[src/ffbsm_pkg.sv]
// Package for the force-feedback effect slot manager.
// Holds report ids, effect kinds, load status codes and controller types.
package ffbsm_pkg;

    localparam logic [7:0] OP_EFFECT    = 8'h11;
    localparam logic [7:0] OP_CONSTANT  = 8'h12;
    localparam logic [7:0] OP_CONDITION = 8'h13;
    localparam logic [7:0] OP_OPERATION = 8'h14;
    localparam logic [7:0] OP_CONTROL   = 8'h15;
    localparam logic [7:0] OP_GAIN      = 8'h16;
    localparam logic [7:0] OP_CREATE    = 8'h17;
    localparam logic [7:0] OP_FREE      = 8'h1A;

    localparam logic [7:0] KIND_CONSTANT = 8'd1;
    localparam logic [7:0] KIND_SPRING   = 8'd8;
    localparam logic [7:0] KIND_DAMPER   = 8'd9;
    localparam logic [7:0] KIND_FRICTION = 8'd11;

    localparam logic [7:0] OPER_START = 8'd1;
    localparam logic [7:0] OPER_SOLO  = 8'd2;
    localparam logic [7:0] OPER_STOP  = 8'd3;

    localparam logic [7:0] CTL_ENABLE   = 8'd1;
    localparam logic [7:0] CTL_DISABLE  = 8'd2;
    localparam logic [7:0] CTL_STOP_ALL = 8'd3;
    localparam logic [7:0] CTL_RESET    = 8'd4;
    localparam logic [7:0] CTL_PAUSE    = 8'd5;
    localparam logic [7:0] CTL_CONTINUE = 8'd6;

    localparam logic [1:0] LOAD_SUCCESS = 2'd0;
    localparam logic [1:0] LOAD_FULL    = 2'd1;
    localparam logic [1:0] LOAD_ERROR   = 2'd2;

    localparam logic [7:0] GAIN_FULL = 8'd255;

    typedef enum logic [2:0] {
        ST_IDLE = 3'b001,
        ST_EXEC = 3'b010,
        ST_DONE = 3'b100
    } ctl_state_t;

    // controller to datapath
    typedef struct packed {
        logic capture;
        logic execute;
        logic present;
    } dp_cmd_t;

    // datapath to controller
    typedef struct packed {
        logic ignore;
    } dp_status_t;

    function automatic logic [7:0] packed_size(input logic [7:0] op);
        logic [7:0] sz;
        sz = 8'd0;
        unique case (op)
            OP_EFFECT:    sz = 8'd13;
            OP_CONSTANT:  sz = 8'd3;
            OP_CONDITION: sz = 8'd14;
            OP_OPERATION: sz = 8'd3;
            OP_CONTROL:   sz = 8'd1;
            OP_GAIN:      sz = 8'd1;
            OP_CREATE:    sz = 8'd3;
            OP_FREE:      sz = 8'd1;
            default:      sz = 8'd0;
        endcase
        return sz;
    endfunction

    function automatic logic kind_supported(input logic [7:0] k);
        return (k == KIND_CONSTANT) || (k == KIND_SPRING) ||
               (k == KIND_DAMPER) || (k == KIND_FRICTION);
    endfunction

endpackage

[src/ffbsm_ctrl.sv]
// Controller state machine for the effect slot manager.
// Uses ffbsm_pkg for state and command types.
module ffbsm_ctrl (
    input  logic                  aclk,
    input  logic                  aresetn,
    input  logic                  in_valid,
    output logic                  in_ready,
    output logic                  out_valid,
    input  logic                  out_ready,
    output ffbsm_pkg::dp_cmd_t    cmd,
    input  ffbsm_pkg::dp_status_t status
);
    import ffbsm_pkg::*;

    ctl_state_t state_reg, state_next;

    // advance idle -> execute -> done
    always_comb begin
        state_next = state_reg;
        unique case (state_reg)
            ST_IDLE: if (in_valid) state_next = ST_EXEC;
            ST_EXEC: state_next = ST_DONE;
            ST_DONE: if (out_ready) state_next = ST_IDLE;
            default: state_next = ST_IDLE;
        endcase
    end

    always_ff @(posedge aclk) begin
        if (!aresetn) state_reg <= ST_IDLE;
        else          state_reg <= state_next;
    end

    assign in_ready    = (state_reg == ST_IDLE);
    assign out_valid   = (state_reg == ST_DONE);
    assign cmd.capture = in_ready && in_valid;
    assign cmd.execute = (state_reg == ST_EXEC) && !status.ignore;
    assign cmd.present = out_valid;

endmodule

[src/ffbsm_dp.sv]
// Datapath: request register, slot table, device state and result fields.
// Uses ffbsm_pkg for opcodes, codes and helper functions.
module ffbsm_dp #(
    parameter int SLOT_COUNT     = 4,
    parameter int POOL_BYTES     = 4096,
    parameter int BYTES_PER_SLOT = 128
) (
    input  logic                  aclk,
    input  logic                  aresetn,
    input  ffbsm_pkg::dp_cmd_t    cmd,
    output ffbsm_pkg::dp_status_t status,
    input  logic [7:0]            opcode,
    input  logic [7:0]            payload_length,
    input  logic [7:0]            block_index,
    input  logic [7:0]            effect_kind,
    input  logic [7:0]            gain_value,
    input  logic signed [15:0]    force_magnitude,
    input  logic signed [15:0]    center_offset,
    input  logic signed [15:0]    positive_coef,
    input  logic signed [15:0]    negative_coef,
    input  logic [7:0]            axis_offset,
    input  logic [7:0]            command_code,
    output logic                  accepted,
    output logic [2:0]            loaded_index,
    output logic [1:0]            create_status,
    output logic [12:0]           pool_free,
    output logic [2:0]            active_effect,
    output logic                  any_running,
    output logic                  pause_active,
    output logic                  actuators_on,
    output logic [7:0]            device_gain,
    output logic [15:0]           report_count
);
    import ffbsm_pkg::*;

    localparam int SW = (SLOT_COUNT > 1) ? $clog2(SLOT_COUNT) : 1;
    localparam int CW = $clog2(SLOT_COUNT + 1);

    // request register
    logic [7:0]  op_reg, len_reg, idx_reg, kind_reg, gain_reg, axis_reg, code_reg;
    logic [15:0] mag_reg, cen_reg, pc_reg, nc_reg;

    // slot table
    logic [SLOT_COUNT-1:0] alloc_reg, conf_reg, run_reg;
    logic [SLOT_COUNT-1:0] alloc_next, conf_next, run_next;
    logic [7:0]  type_reg [SLOT_COUNT];
    logic [7:0]  sgain_reg [SLOT_COUNT];
    logic [15:0] smag_reg [SLOT_COUNT];
    logic [15:0] scen_reg [SLOT_COUNT];
    logic [15:0] spc_reg [SLOT_COUNT];
    logic [15:0] snc_reg [SLOT_COUNT];
    logic [7:0]  type_next [SLOT_COUNT];
    logic [7:0]  sgain_next [SLOT_COUNT];
    logic [15:0] smag_next [SLOT_COUNT];
    logic [15:0] scen_next [SLOT_COUNT];
    logic [15:0] spc_next [SLOT_COUNT];
    logic [15:0] snc_next [SLOT_COUNT];

    // device state
    logic        act_reg, act_next, pause_reg, pause_next, ok_reg, ok_next;
    logic [7:0]  ggain_reg, ggain_next;
    logic [2:0]  lidx_reg, lidx_next;
    logic [1:0]  lstat_reg, lstat_next;
    logic [15:0] rx_reg, rx_next;

    logic          idx_ok;
    logic [SW-1:0] sel;
    logic          have_free;
    logic [SW-1:0] free_sel;

    // hold request
    always_ff @(posedge aclk) begin
        if (cmd.capture) begin
            op_reg   <= opcode;
            len_reg  <= payload_length;
            idx_reg  <= block_index;
            kind_reg <= effect_kind;
            gain_reg <= gain_value;
            mag_reg  <= force_magnitude;
            cen_reg  <= center_offset;
            pc_reg   <= positive_coef;
            nc_reg   <= negative_coef;
            axis_reg <= axis_offset;
            code_reg <= command_code;
        end
    end

    assign status.ignore = (len_reg == 8'd0);
    assign idx_ok = (idx_reg != 8'd0) && ({24'd0, idx_reg} <= 32'(SLOT_COUNT));
    assign sel    = SW'(idx_reg - 8'd1);

    // lowest unallocated slot
    always_comb begin
        have_free = 1'b0;
        free_sel  = '0;
        for (int i = SLOT_COUNT - 1; i >= 0; i--) begin
            if (!alloc_reg[i]) begin
                have_free = 1'b1;
                free_sel  = SW'(i);
            end
        end
    end

    // execute one report
    always_comb begin
        logic claim;
        logic [7:0] ckind;
        alloc_next = alloc_reg; conf_next = conf_reg; run_next = run_reg;
        type_next = type_reg; sgain_next = sgain_reg; smag_next = smag_reg;
        scen_next = scen_reg; spc_next = spc_reg; snc_next = snc_reg;
        act_next = act_reg; pause_next = pause_reg; ggain_next = ggain_reg;
        lidx_next = lidx_reg; lstat_next = lstat_reg;
        rx_next = rx_reg + 16'd1;
        ok_next = 1'b0;
        claim = 1'b0;
        ckind = KIND_CONSTANT;

        // implicit allocation first
        if (op_reg == OP_CONDITION) ckind = KIND_SPRING;
        if (op_reg == OP_EFFECT) ckind = kind_reg;
        if (len_reg == packed_size(op_reg) && idx_ok &&
            (op_reg == OP_CONSTANT || op_reg == OP_CONDITION || op_reg == OP_OPERATION ||
             (op_reg == OP_EFFECT && kind_supported(kind_reg)))) begin
            claim = 1'b1;
            if (!alloc_reg[sel]) begin
                alloc_next[sel] = 1'b1;
                conf_next[sel]  = 1'b0;
                run_next[sel]   = 1'b0;
                type_next[sel]  = ckind;
                sgain_next[sel] = GAIN_FULL;
            end
        end

        if (packed_size(op_reg) != 8'd0 && len_reg == packed_size(op_reg)) begin
            unique case (op_reg)
                OP_EFFECT: if (claim) begin
                    ok_next = 1'b1;
                    conf_next[sel]  = 1'b1;
                    type_next[sel]  = kind_reg;
                    sgain_next[sel] = (gain_reg == 8'd0) ? GAIN_FULL : gain_reg;
                    run_next[sel]   = 1'b1;
                end
                OP_CONSTANT: if (claim) begin
                    ok_next = 1'b1;
                    conf_next[sel] = 1'b1;
                    type_next[sel] = KIND_CONSTANT;
                    smag_next[sel] = mag_reg;
                    run_next[sel]  = 1'b1;
                end
                OP_CONDITION: if (claim && axis_reg == 8'd0) begin
                    ok_next = 1'b1;
                    conf_next[sel] = 1'b1;
                    scen_next[sel] = cen_reg;
                    spc_next[sel]  = pc_reg;
                    snc_next[sel]  = nc_reg;
                    run_next[sel]  = 1'b1;
                end
                OP_OPERATION: if (claim) begin
                    ok_next = 1'b1;
                    if (code_reg == OPER_STOP) begin
                        run_next[sel] = 1'b0;
                    end else if (code_reg == OPER_START || code_reg == OPER_SOLO) begin
                        if (code_reg == OPER_SOLO) run_next = '0;
                        run_next[sel] = conf_next[sel];
                    end
                end
                OP_CONTROL: begin
                    ok_next = 1'b1;
                    unique case (code_reg)
                        CTL_ENABLE:   begin act_next = 1'b1; pause_next = 1'b0; end
                        CTL_DISABLE:  begin act_next = 1'b0; run_next = '0; end
                        CTL_STOP_ALL: run_next = '0;
                        CTL_RESET: begin
                            alloc_next = '0; conf_next = '0; run_next = '0;
                            for (int i = 0; i < SLOT_COUNT; i++) begin
                                type_next[i] = '0; sgain_next[i] = '0; smag_next[i] = '0;
                                scen_next[i] = '0; spc_next[i] = '0; snc_next[i] = '0;
                            end
                            act_next = 1'b0; pause_next = 1'b0; ggain_next = GAIN_FULL;
                            lidx_next = '0; lstat_next = LOAD_SUCCESS; rx_next = '0;
                        end
                        CTL_PAUSE:    pause_next = 1'b1;
                        CTL_CONTINUE: pause_next = 1'b0;
                        default:      ok_next = 1'b0;
                    endcase
                end
                OP_GAIN: begin
                    ok_next = 1'b1;
                    ggain_next = gain_reg;
                end
                OP_CREATE: begin
                    ok_next = 1'b1;
                    lidx_next = '0;
                    lstat_next = LOAD_ERROR;
                    if (kind_supported(kind_reg)) begin
                        if (have_free) begin
                            alloc_next[free_sel] = 1'b1;
                            conf_next[free_sel]  = 1'b1;
                            run_next[free_sel]   = 1'b0;
                            type_next[free_sel]  = kind_reg;
                            sgain_next[free_sel] = GAIN_FULL;
                            smag_next[free_sel]  = '0;
                            scen_next[free_sel]  = '0;
                            spc_next[free_sel]   = '0;
                            snc_next[free_sel]   = '0;
                            lidx_next  = 3'(32'(free_sel) + 1);
                            lstat_next = LOAD_SUCCESS;
                        end else begin
                            lstat_next = LOAD_FULL;
                        end
                    end
                end
                OP_FREE: if (idx_ok && alloc_reg[sel]) begin
                    ok_next = 1'b1;
                    alloc_next[sel] = 1'b0; conf_next[sel] = 1'b0; run_next[sel] = 1'b0;
                    type_next[sel] = '0; sgain_next[sel] = '0; smag_next[sel] = '0;
                    scen_next[sel] = '0; spc_next[sel] = '0; snc_next[sel] = '0;
                end
                default: ok_next = 1'b0;
            endcase
        end
    end

    // commit state
    always_ff @(posedge aclk) begin
        if (!aresetn) begin
            alloc_reg <= '0; conf_reg <= '0; run_reg <= '0;
            for (int i = 0; i < SLOT_COUNT; i++) begin
                type_reg[i] <= '0; sgain_reg[i] <= '0; smag_reg[i] <= '0;
                scen_reg[i] <= '0; spc_reg[i] <= '0; snc_reg[i] <= '0;
            end
            act_reg <= 1'b0; pause_reg <= 1'b0; ggain_reg <= GAIN_FULL;
            lidx_reg <= '0; lstat_reg <= LOAD_SUCCESS; rx_reg <= '0; ok_reg <= 1'b0;
        end else if (cmd.capture) begin
            ok_reg <= 1'b0;
        end else if (cmd.execute) begin
            alloc_reg <= alloc_next; conf_reg <= conf_next; run_reg <= run_next;
            type_reg <= type_next; sgain_reg <= sgain_next; smag_reg <= smag_next;
            scen_reg <= scen_next; spc_reg <= spc_next; snc_reg <= snc_next;
            act_reg <= act_next; pause_reg <= pause_next; ggain_reg <= ggain_next;
            lidx_reg <= lidx_next; lstat_reg <= lstat_next; rx_reg <= rx_next;
            ok_reg <= ok_next;
        end
    end

    // summarize table for the result
    always_comb begin
        logic [CW-1:0] used;
        logic [31:0]   bytes;
        used = '0;
        active_effect = '0;
        for (int i = SLOT_COUNT - 1; i >= 0; i--) begin
            if (run_reg[i]) active_effect = 3'(i + 1);
        end
        for (int i = 0; i < SLOT_COUNT; i++) used = used + CW'(alloc_reg[i]);
        bytes = 32'(used) * 32'(BYTES_PER_SLOT);
        if (bytes > 32'(POOL_BYTES)) bytes = 32'(POOL_BYTES);
        pool_free = 13'(32'(POOL_BYTES) - bytes);
    end

    assign any_running    = |run_reg;
    assign accepted       = ok_reg && cmd.present;
    assign loaded_index   = lidx_reg;
    assign create_status  = lstat_reg;
    assign pause_active   = pause_reg;
    assign actuators_on   = act_reg;
    assign device_gain    = ggain_reg;
    assign report_count   = rx_reg;

endmodule

[src/ffb_effect_slot_manager.sv]
// Force-feedback effect slot manager, top level.
// A taken request passes from idle (takes) through execute to done, where m_valid shows it.
// A new request is taken only once the controller FSM is back in idle, after m_ready takes the result.
// Reset: synchronous active-low aresetn clears the slot table and flags, device gain to 255.
// Depends on ffbsm_pkg, ffbsm_ctrl and ffbsm_dp.
module ffb_effect_slot_manager #(
    parameter int SLOT_COUNT     = 4,
    parameter int POOL_BYTES     = 4096,
    parameter int BYTES_PER_SLOT = 128
) (
    input  logic               aclk,
    input  logic               aresetn,
    input  logic               s_valid,
    output logic               s_ready,
    input  logic [7:0]         s_opcode,
    input  logic [7:0]         s_payload_length,
    input  logic [7:0]         s_block_index,
    input  logic [7:0]         s_effect_kind,
    input  logic [7:0]         s_gain_value,
    input  logic signed [15:0] s_force_magnitude,
    input  logic signed [15:0] s_center_offset,
    input  logic signed [15:0] s_positive_coef,
    input  logic signed [15:0] s_negative_coef,
    input  logic [7:0]         s_axis_offset,
    input  logic [7:0]         s_command_code,
    output logic               m_valid,
    input  logic               m_ready,
    output logic               m_accepted,
    output logic [2:0]         m_loaded_index,
    output logic [1:0]         m_create_status,
    output logic [12:0]        m_pool_free,
    output logic [2:0]         m_active_effect,
    output logic               m_any_running,
    output logic               m_pause_active,
    output logic               m_actuators_on,
    output logic [7:0]         m_device_gain,
    output logic [15:0]        m_report_count
);
    import ffbsm_pkg::*;

    dp_cmd_t    cmd;
    dp_status_t status;

    ffbsm_ctrl u_ctrl (
        .aclk(aclk), .aresetn(aresetn),
        .in_valid(s_valid), .in_ready(s_ready),
        .out_valid(m_valid), .out_ready(m_ready),
        .cmd(cmd), .status(status)
    );

    ffbsm_dp #(
        .SLOT_COUNT(SLOT_COUNT), .POOL_BYTES(POOL_BYTES),
        .BYTES_PER_SLOT(BYTES_PER_SLOT)
    ) u_dp (
        .aclk(aclk), .aresetn(aresetn), .cmd(cmd), .status(status),
        .opcode(s_opcode), .payload_length(s_payload_length),
        .block_index(s_block_index), .effect_kind(s_effect_kind),
        .gain_value(s_gain_value), .force_magnitude(s_force_magnitude),
        .center_offset(s_center_offset), .positive_coef(s_positive_coef),
        .negative_coef(s_negative_coef), .axis_offset(s_axis_offset),
        .command_code(s_command_code),
        .accepted(m_accepted), .loaded_index(m_loaded_index),
        .create_status(m_create_status), .pool_free(m_pool_free),
        .active_effect(m_active_effect), .any_running(m_any_running),
        .pause_active(m_pause_active), .actuators_on(m_actuators_on),
        .device_gain(m_device_gain), .report_count(m_report_count)
    );

`ifndef SYNTH
    // never ready while a result is pending
    a_no_overlap: assert property (@(posedge aclk) disable iff (!aresetn)
        !(s_ready && m_valid)) else $error("ready while result pending");
    // a taken request yields a result once it has passed the execute state
    a_latency: assert property (@(posedge aclk) disable iff (!aresetn)
        (s_valid && s_ready) |=> ##1 m_valid) else $error("result missing");
    // running flag agrees with active slot
    a_active: assert property (@(posedge aclk) disable iff (!aresetn)
        m_any_running == (m_active_effect != 3'd0)) else $error("active mismatch");
`endif

endmodule
[config.mk]
export PLATFORM = sky130hd
export DESIGN_NAME = ffb_effect_slot_manager
export DESIGN_NICKNAME = d
export VERILOG_FILES = /design/src/ffbsm_pkg.sv /design/src/ffbsm_ctrl.sv /design/src/ffbsm_dp.sv /design/src/ffb_effect_slot_manager.sv
export SDC_FILE = /design/constraint.sdc
export NUM_CORES = 1
export LEC_CHECK = 0
export BUFFER_PORTS_ARGS = -buffer_cell sky130_fd_sc_hd__buf_4
export CORE_MARGIN = 1.5
export CORE_UTILIZATION = 25
export DETAILED_ROUTE_END_ITERATION = 16
export PLACE_DENSITY = 0.44
export SETUP_SLACK_MARGIN = 0.5
export SLEW_MARGIN = 20
export SYNTH_ARGS = -nofsm -noshare
export SYNTH_HDL_FRONTEND = slang
export SYNTH_HIERARCHICAL = 1
export SYNTH_SLANG_ARGS = --single-unit
[constraint.sdc]
create_clock -name aclk -period 4.15 [get_ports aclk]
set_clock_uncertainty 0.15 [all_clocks]
set_input_delay 0.83 -clock aclk [delete_from_list [all_inputs] [get_ports aclk]]
set_output_delay 0.83 -clock aclk [all_outputs]
set_load 0.05 [all_outputs]
==> results.md <==
- The flow ran to the end, but the final reports show violations.
- The checks that failed: design-rule violations.
- The critical path capture point type is an output port.
- The class of the most critical setup path is flop to output port.
- At the end of routability-driven placement, the weighted congestion stood at 0.875.
- The initial cell density of the core is 25.6%.
- The clock tree synthesis step divided the H-tree into 3 levels.
- The number of buffers inserted during clock tree synthesis is 9.
- The startpoint identified for the worst register-to-register timing path is u_dp/idx_reg[0].
- Hold repair after CTS inserted 0 buffers.
- The total I/O pin count is 175.
- The count of nets left with antenna violations once routing finished came out at 0.
- The number of gates resized after CTS is 0.
- For met3 alone, demand over resource in global routing was 4.20%.
- The total vias in the final route is 4671.
- The share of synthesized area in the top cell type comes to 30.0%.
- The number of instances in the synthesized netlist is 565.
- The proportion of synthesized chip area in sequential cells is 47.8%.
- Entering global routing, the biggest net connects 40 pins.
- Walking the worst path, the cells encountered are inv_1 > fa_1 > inv_1 > ha_1 > inv_1 > ha_1 > inv_1 > ha_1 > ha_1 > buf_4.
- The reported max-cap violation count is 0.
- The insertion delay of the later-clocked pin in the worst-skew pair is 0.37 ns.
- Counting flops with a built-in enable in the synthesized netlist gives 56.
- The remaining global-route overflow is 0.
- For the pin with the worst max-slew slack, the measured transition is 0.955 ns.
- The total area inside the core boundary comes to 22000 sq um.
- The final count of hold timing violations came to 0.
- The average wire length per cell after detail routing is 16.9 microns.
- Row generation in the floorplan step produced 54 rows.
- The global-route usage over all layers is 13.7%.
- The total chip power is 2.40 mW.
- Global routing used 22.7% of the available met2 tracks.
- Counting distinct cell types in the post-synthesis netlist gives 74.
- The total of buffers placed on input and output ports is 103.
- Counting I/O delays and the setup requirement, the final critical path takes 3.49 ns.
- For this block, the initial DRC count from the detailed router was 283.
- Measured along the x axis, the die boundary spans 153 microns.
- The category of cells accounting for the largest share of critical-path delay is adder cells.
- The number of buffers and inverters on the critical path is 5.
- The tree built by TritonCTS fans out to 106 sinks.
- Measured along the y axis, the die boundary spans 153 microns.
- For this design the ratio of total power to cell area is 345 nW/um^2.
- For this run, the detailed router's first-pass iteration total came to 11.
- In the synthesized netlist the dominant register cell turns out to be sky130_fd_sc_hd__edfxtp_1.
- The die covers 23400 sq um.
- The count of pins over their slew limit is 0.
- After routing, the total negative slack on setup checks comes to 0 ns.
- The highest clock frequency the design can meet is 287 MHz.
- For this run, design rule violations remaining after detail routing come to 5.
- The fraction of registers with async set/reset is 0%.
- The average instance in the mapped netlist occupies 9.93 sq um.
- The cell at the slowest stage of the critical path is sky130_fd_sc_hd__fa_1.
- STA classifies the critical path startpoint as a flop.
- The synthesized design spends more area on one cell type than any other, namely sky130_fd_sc_hd__edfxtp_1.
- The static leakage is 2.53 nW.
- The area growth from synthesis to final layout is 23.8%.
- The via density per instance is 4.93.
- For this block, the routed nets add up to 16000 microns of wire.
- The wire length of the first global-routing pass is 25000 microns.
- The number of antenna diodes in the final layout is 0.
- The type of the worst min-delay path is flop to flop.
- The endpoint arrival time on the critical path is 2.51 ns.
- At the worst endpoint, the required time is 3.17 ns.
- The number of antenna violations at the first check in global routing is 0.
- The critical path startpoint is u_dp/alloc_reg[0].
- The maximum cell stage delay along the critical path is 0.47 ns.
- Ranked by total cell area, the synthesized netlist is headed by sky130_fd_sc_hd__edfxtp_1 30%, sky130_fd_sc_hd__dfxtp_1 18%, sky130_fd_sc_hd__nand2_1 3.7%.
- The post-route clock period utilization is 84.1%.
- The number of fillers in the final layout is 2270.
- Counting buffers and inverters, the worst setup path is 10 cells deep.
- The headroom to the max-slew limit is 36.1%.
- The path depth of the worst reg2reg path is 9.
- The clock transition at the register clock pins on the worst setup and hold paths after CTS is 0.08 ns.
- Cells with a size suffix above 1 make up 23.4% of the layout.
- Among all cell types in the netlist, the one instantiated most often is sky130_fd_sc_hd__edfxtp_1.
- The count of warnings emitted by yosys is 6.
- Detailed placement finished with a half-perimeter wire length of 12000 microns.
- Once the clock tree was built, the setup fixing pass inserted 0 buffers.
- met2 is the most crowded layer.
- In this run the most critical hold path is launched from u_dp/gain_reg[6].
- Counting instances, the worst hold path has a depth of 2.
- The clock passes through at most 2 buffers.
- After synthesis the cells add up to 5610 sq um.
- Setup violations remaining at the end of the flow were counted as 0.
- Sorting the synthesized cells by how often they occur yields 56 x sky130_fd_sc_hd__edfxtp_1, 55 x sky130_fd_sc_hd__nand2_1, 50 x sky130_fd_sc_hd__dfxtp_1.
- Setup repair after global routing left no endpoint under its margin.
- The register with the most flip-flops in the layout has 16 of them.
- The number of global-route vias before repair is 4579.
- The clock tree from TritonCTS is built.
- VDD sags by at most 193 uV.
- The buffer type at the clock tree root is sky130_fd_sc_hd__clkbuf_16.
- The number of flip-flops and latches in the synthesized netlist is 106.
- Along the worst path, the maximum fanout reaches 6.
- The final layout contains 803 nets.
- Global routing consumed, on the met1 layer, 17.1% of the routing resources.
-- cell type report --
| cell class | instances | area, sq um | share of cell area (%) |
|---|---|---|---|
| clock buffer | 10 | 250 | 3.60 |
| clock inverter | 6 | 77.6 | 1.12 |
| inverter | 35 | 131 | 1.89 |
| multi-input combinational | 400 | 2630 | 37.8 |
| sequential | 106 | 2680 | 38.6 |
| tap | 280 | 350 | 5.04 |
| timing repair buffer | 110 | 826 | 11.9 |
-- through the flow --
step           std cells  hold WS [ns]  setup WS (ns)  util [%]  area [sq um]
2_1_floorplan        571         0.284          0.753         -          5640
5_1_grt              947         0.333          0.508      31.6          6950
3_3_place_gp         931         0.286          0.549      30.1          6600
3_5_place_dp         931         0.306          0.572      30.1          6600
6_report             947         0.325          0.661      31.6          6950
4_1_cts              947         0.323          0.558      31.6          6930
-- worst reg2reg max path, delay by kind of cell (launching register included) --
family                   cells  cell delay, ns
AO/OA/AOI/OAI                3            0.57
adder cells (fa/ha/maj)      1            0.49
AND/OR/NAND/NOR              3            0.60
buffers and inverters        1            0.18
multiplexers                 1            0.80
flip-flops                   1            0.56
-- where the power goes --
| group | switching [mW] | internal (mW) |
|---|---|---|
| sequential | 0.0386 | 1.16 |
| clock | 0.465 | 0.470 |
| combinational | 0.165 | 0.101 |
| total | 0.669 | 1.73 |
-- cells in the final DEF, fill, tap and decap left out, drive strengths merged, types with 8 or more instances in the layout --
cell type and count:
a21oi 34, a31oi 11, and3 10, buf 110
clkbuf 10, dfxtp 50, edfxtp 56, ha 16
inv 37, nand2 55, nand2b 9, nand3 20
nand4 10, nor2 39, nor3 23, nor4 17
o21ai 28, o22ai 8, xor2 13
-- path summary, 6_finish.rpt --
kind	endpoint	slack, ns
max	m_pool_free[9]	0.66
min	u_dp/device_gain[6]	0.32
max reg2reg	u_dp/run_reg[1]	0.73
min reg2reg	u_dp/device_gain[6]	0.32
-- per-layer routing --
metal / vias up / part of all wire [%]
met1: 2213 / 44
met3: 21 / 6.7
met5: - / 0
li1: 2272 / -
met2: 165 / 47
met4: 0 / 1.6
-- cell families after synthesis --
family	share of synthesized area, %
simple gates	22.0
compound gates	15.0
flops	47.8
buf+inv	6.15
xor+xnor	2.96
fa+ha+maj	3.92
mux	2.12
other cells	0.0668
No activity file was read; power rests on OpenSTA's default activity.
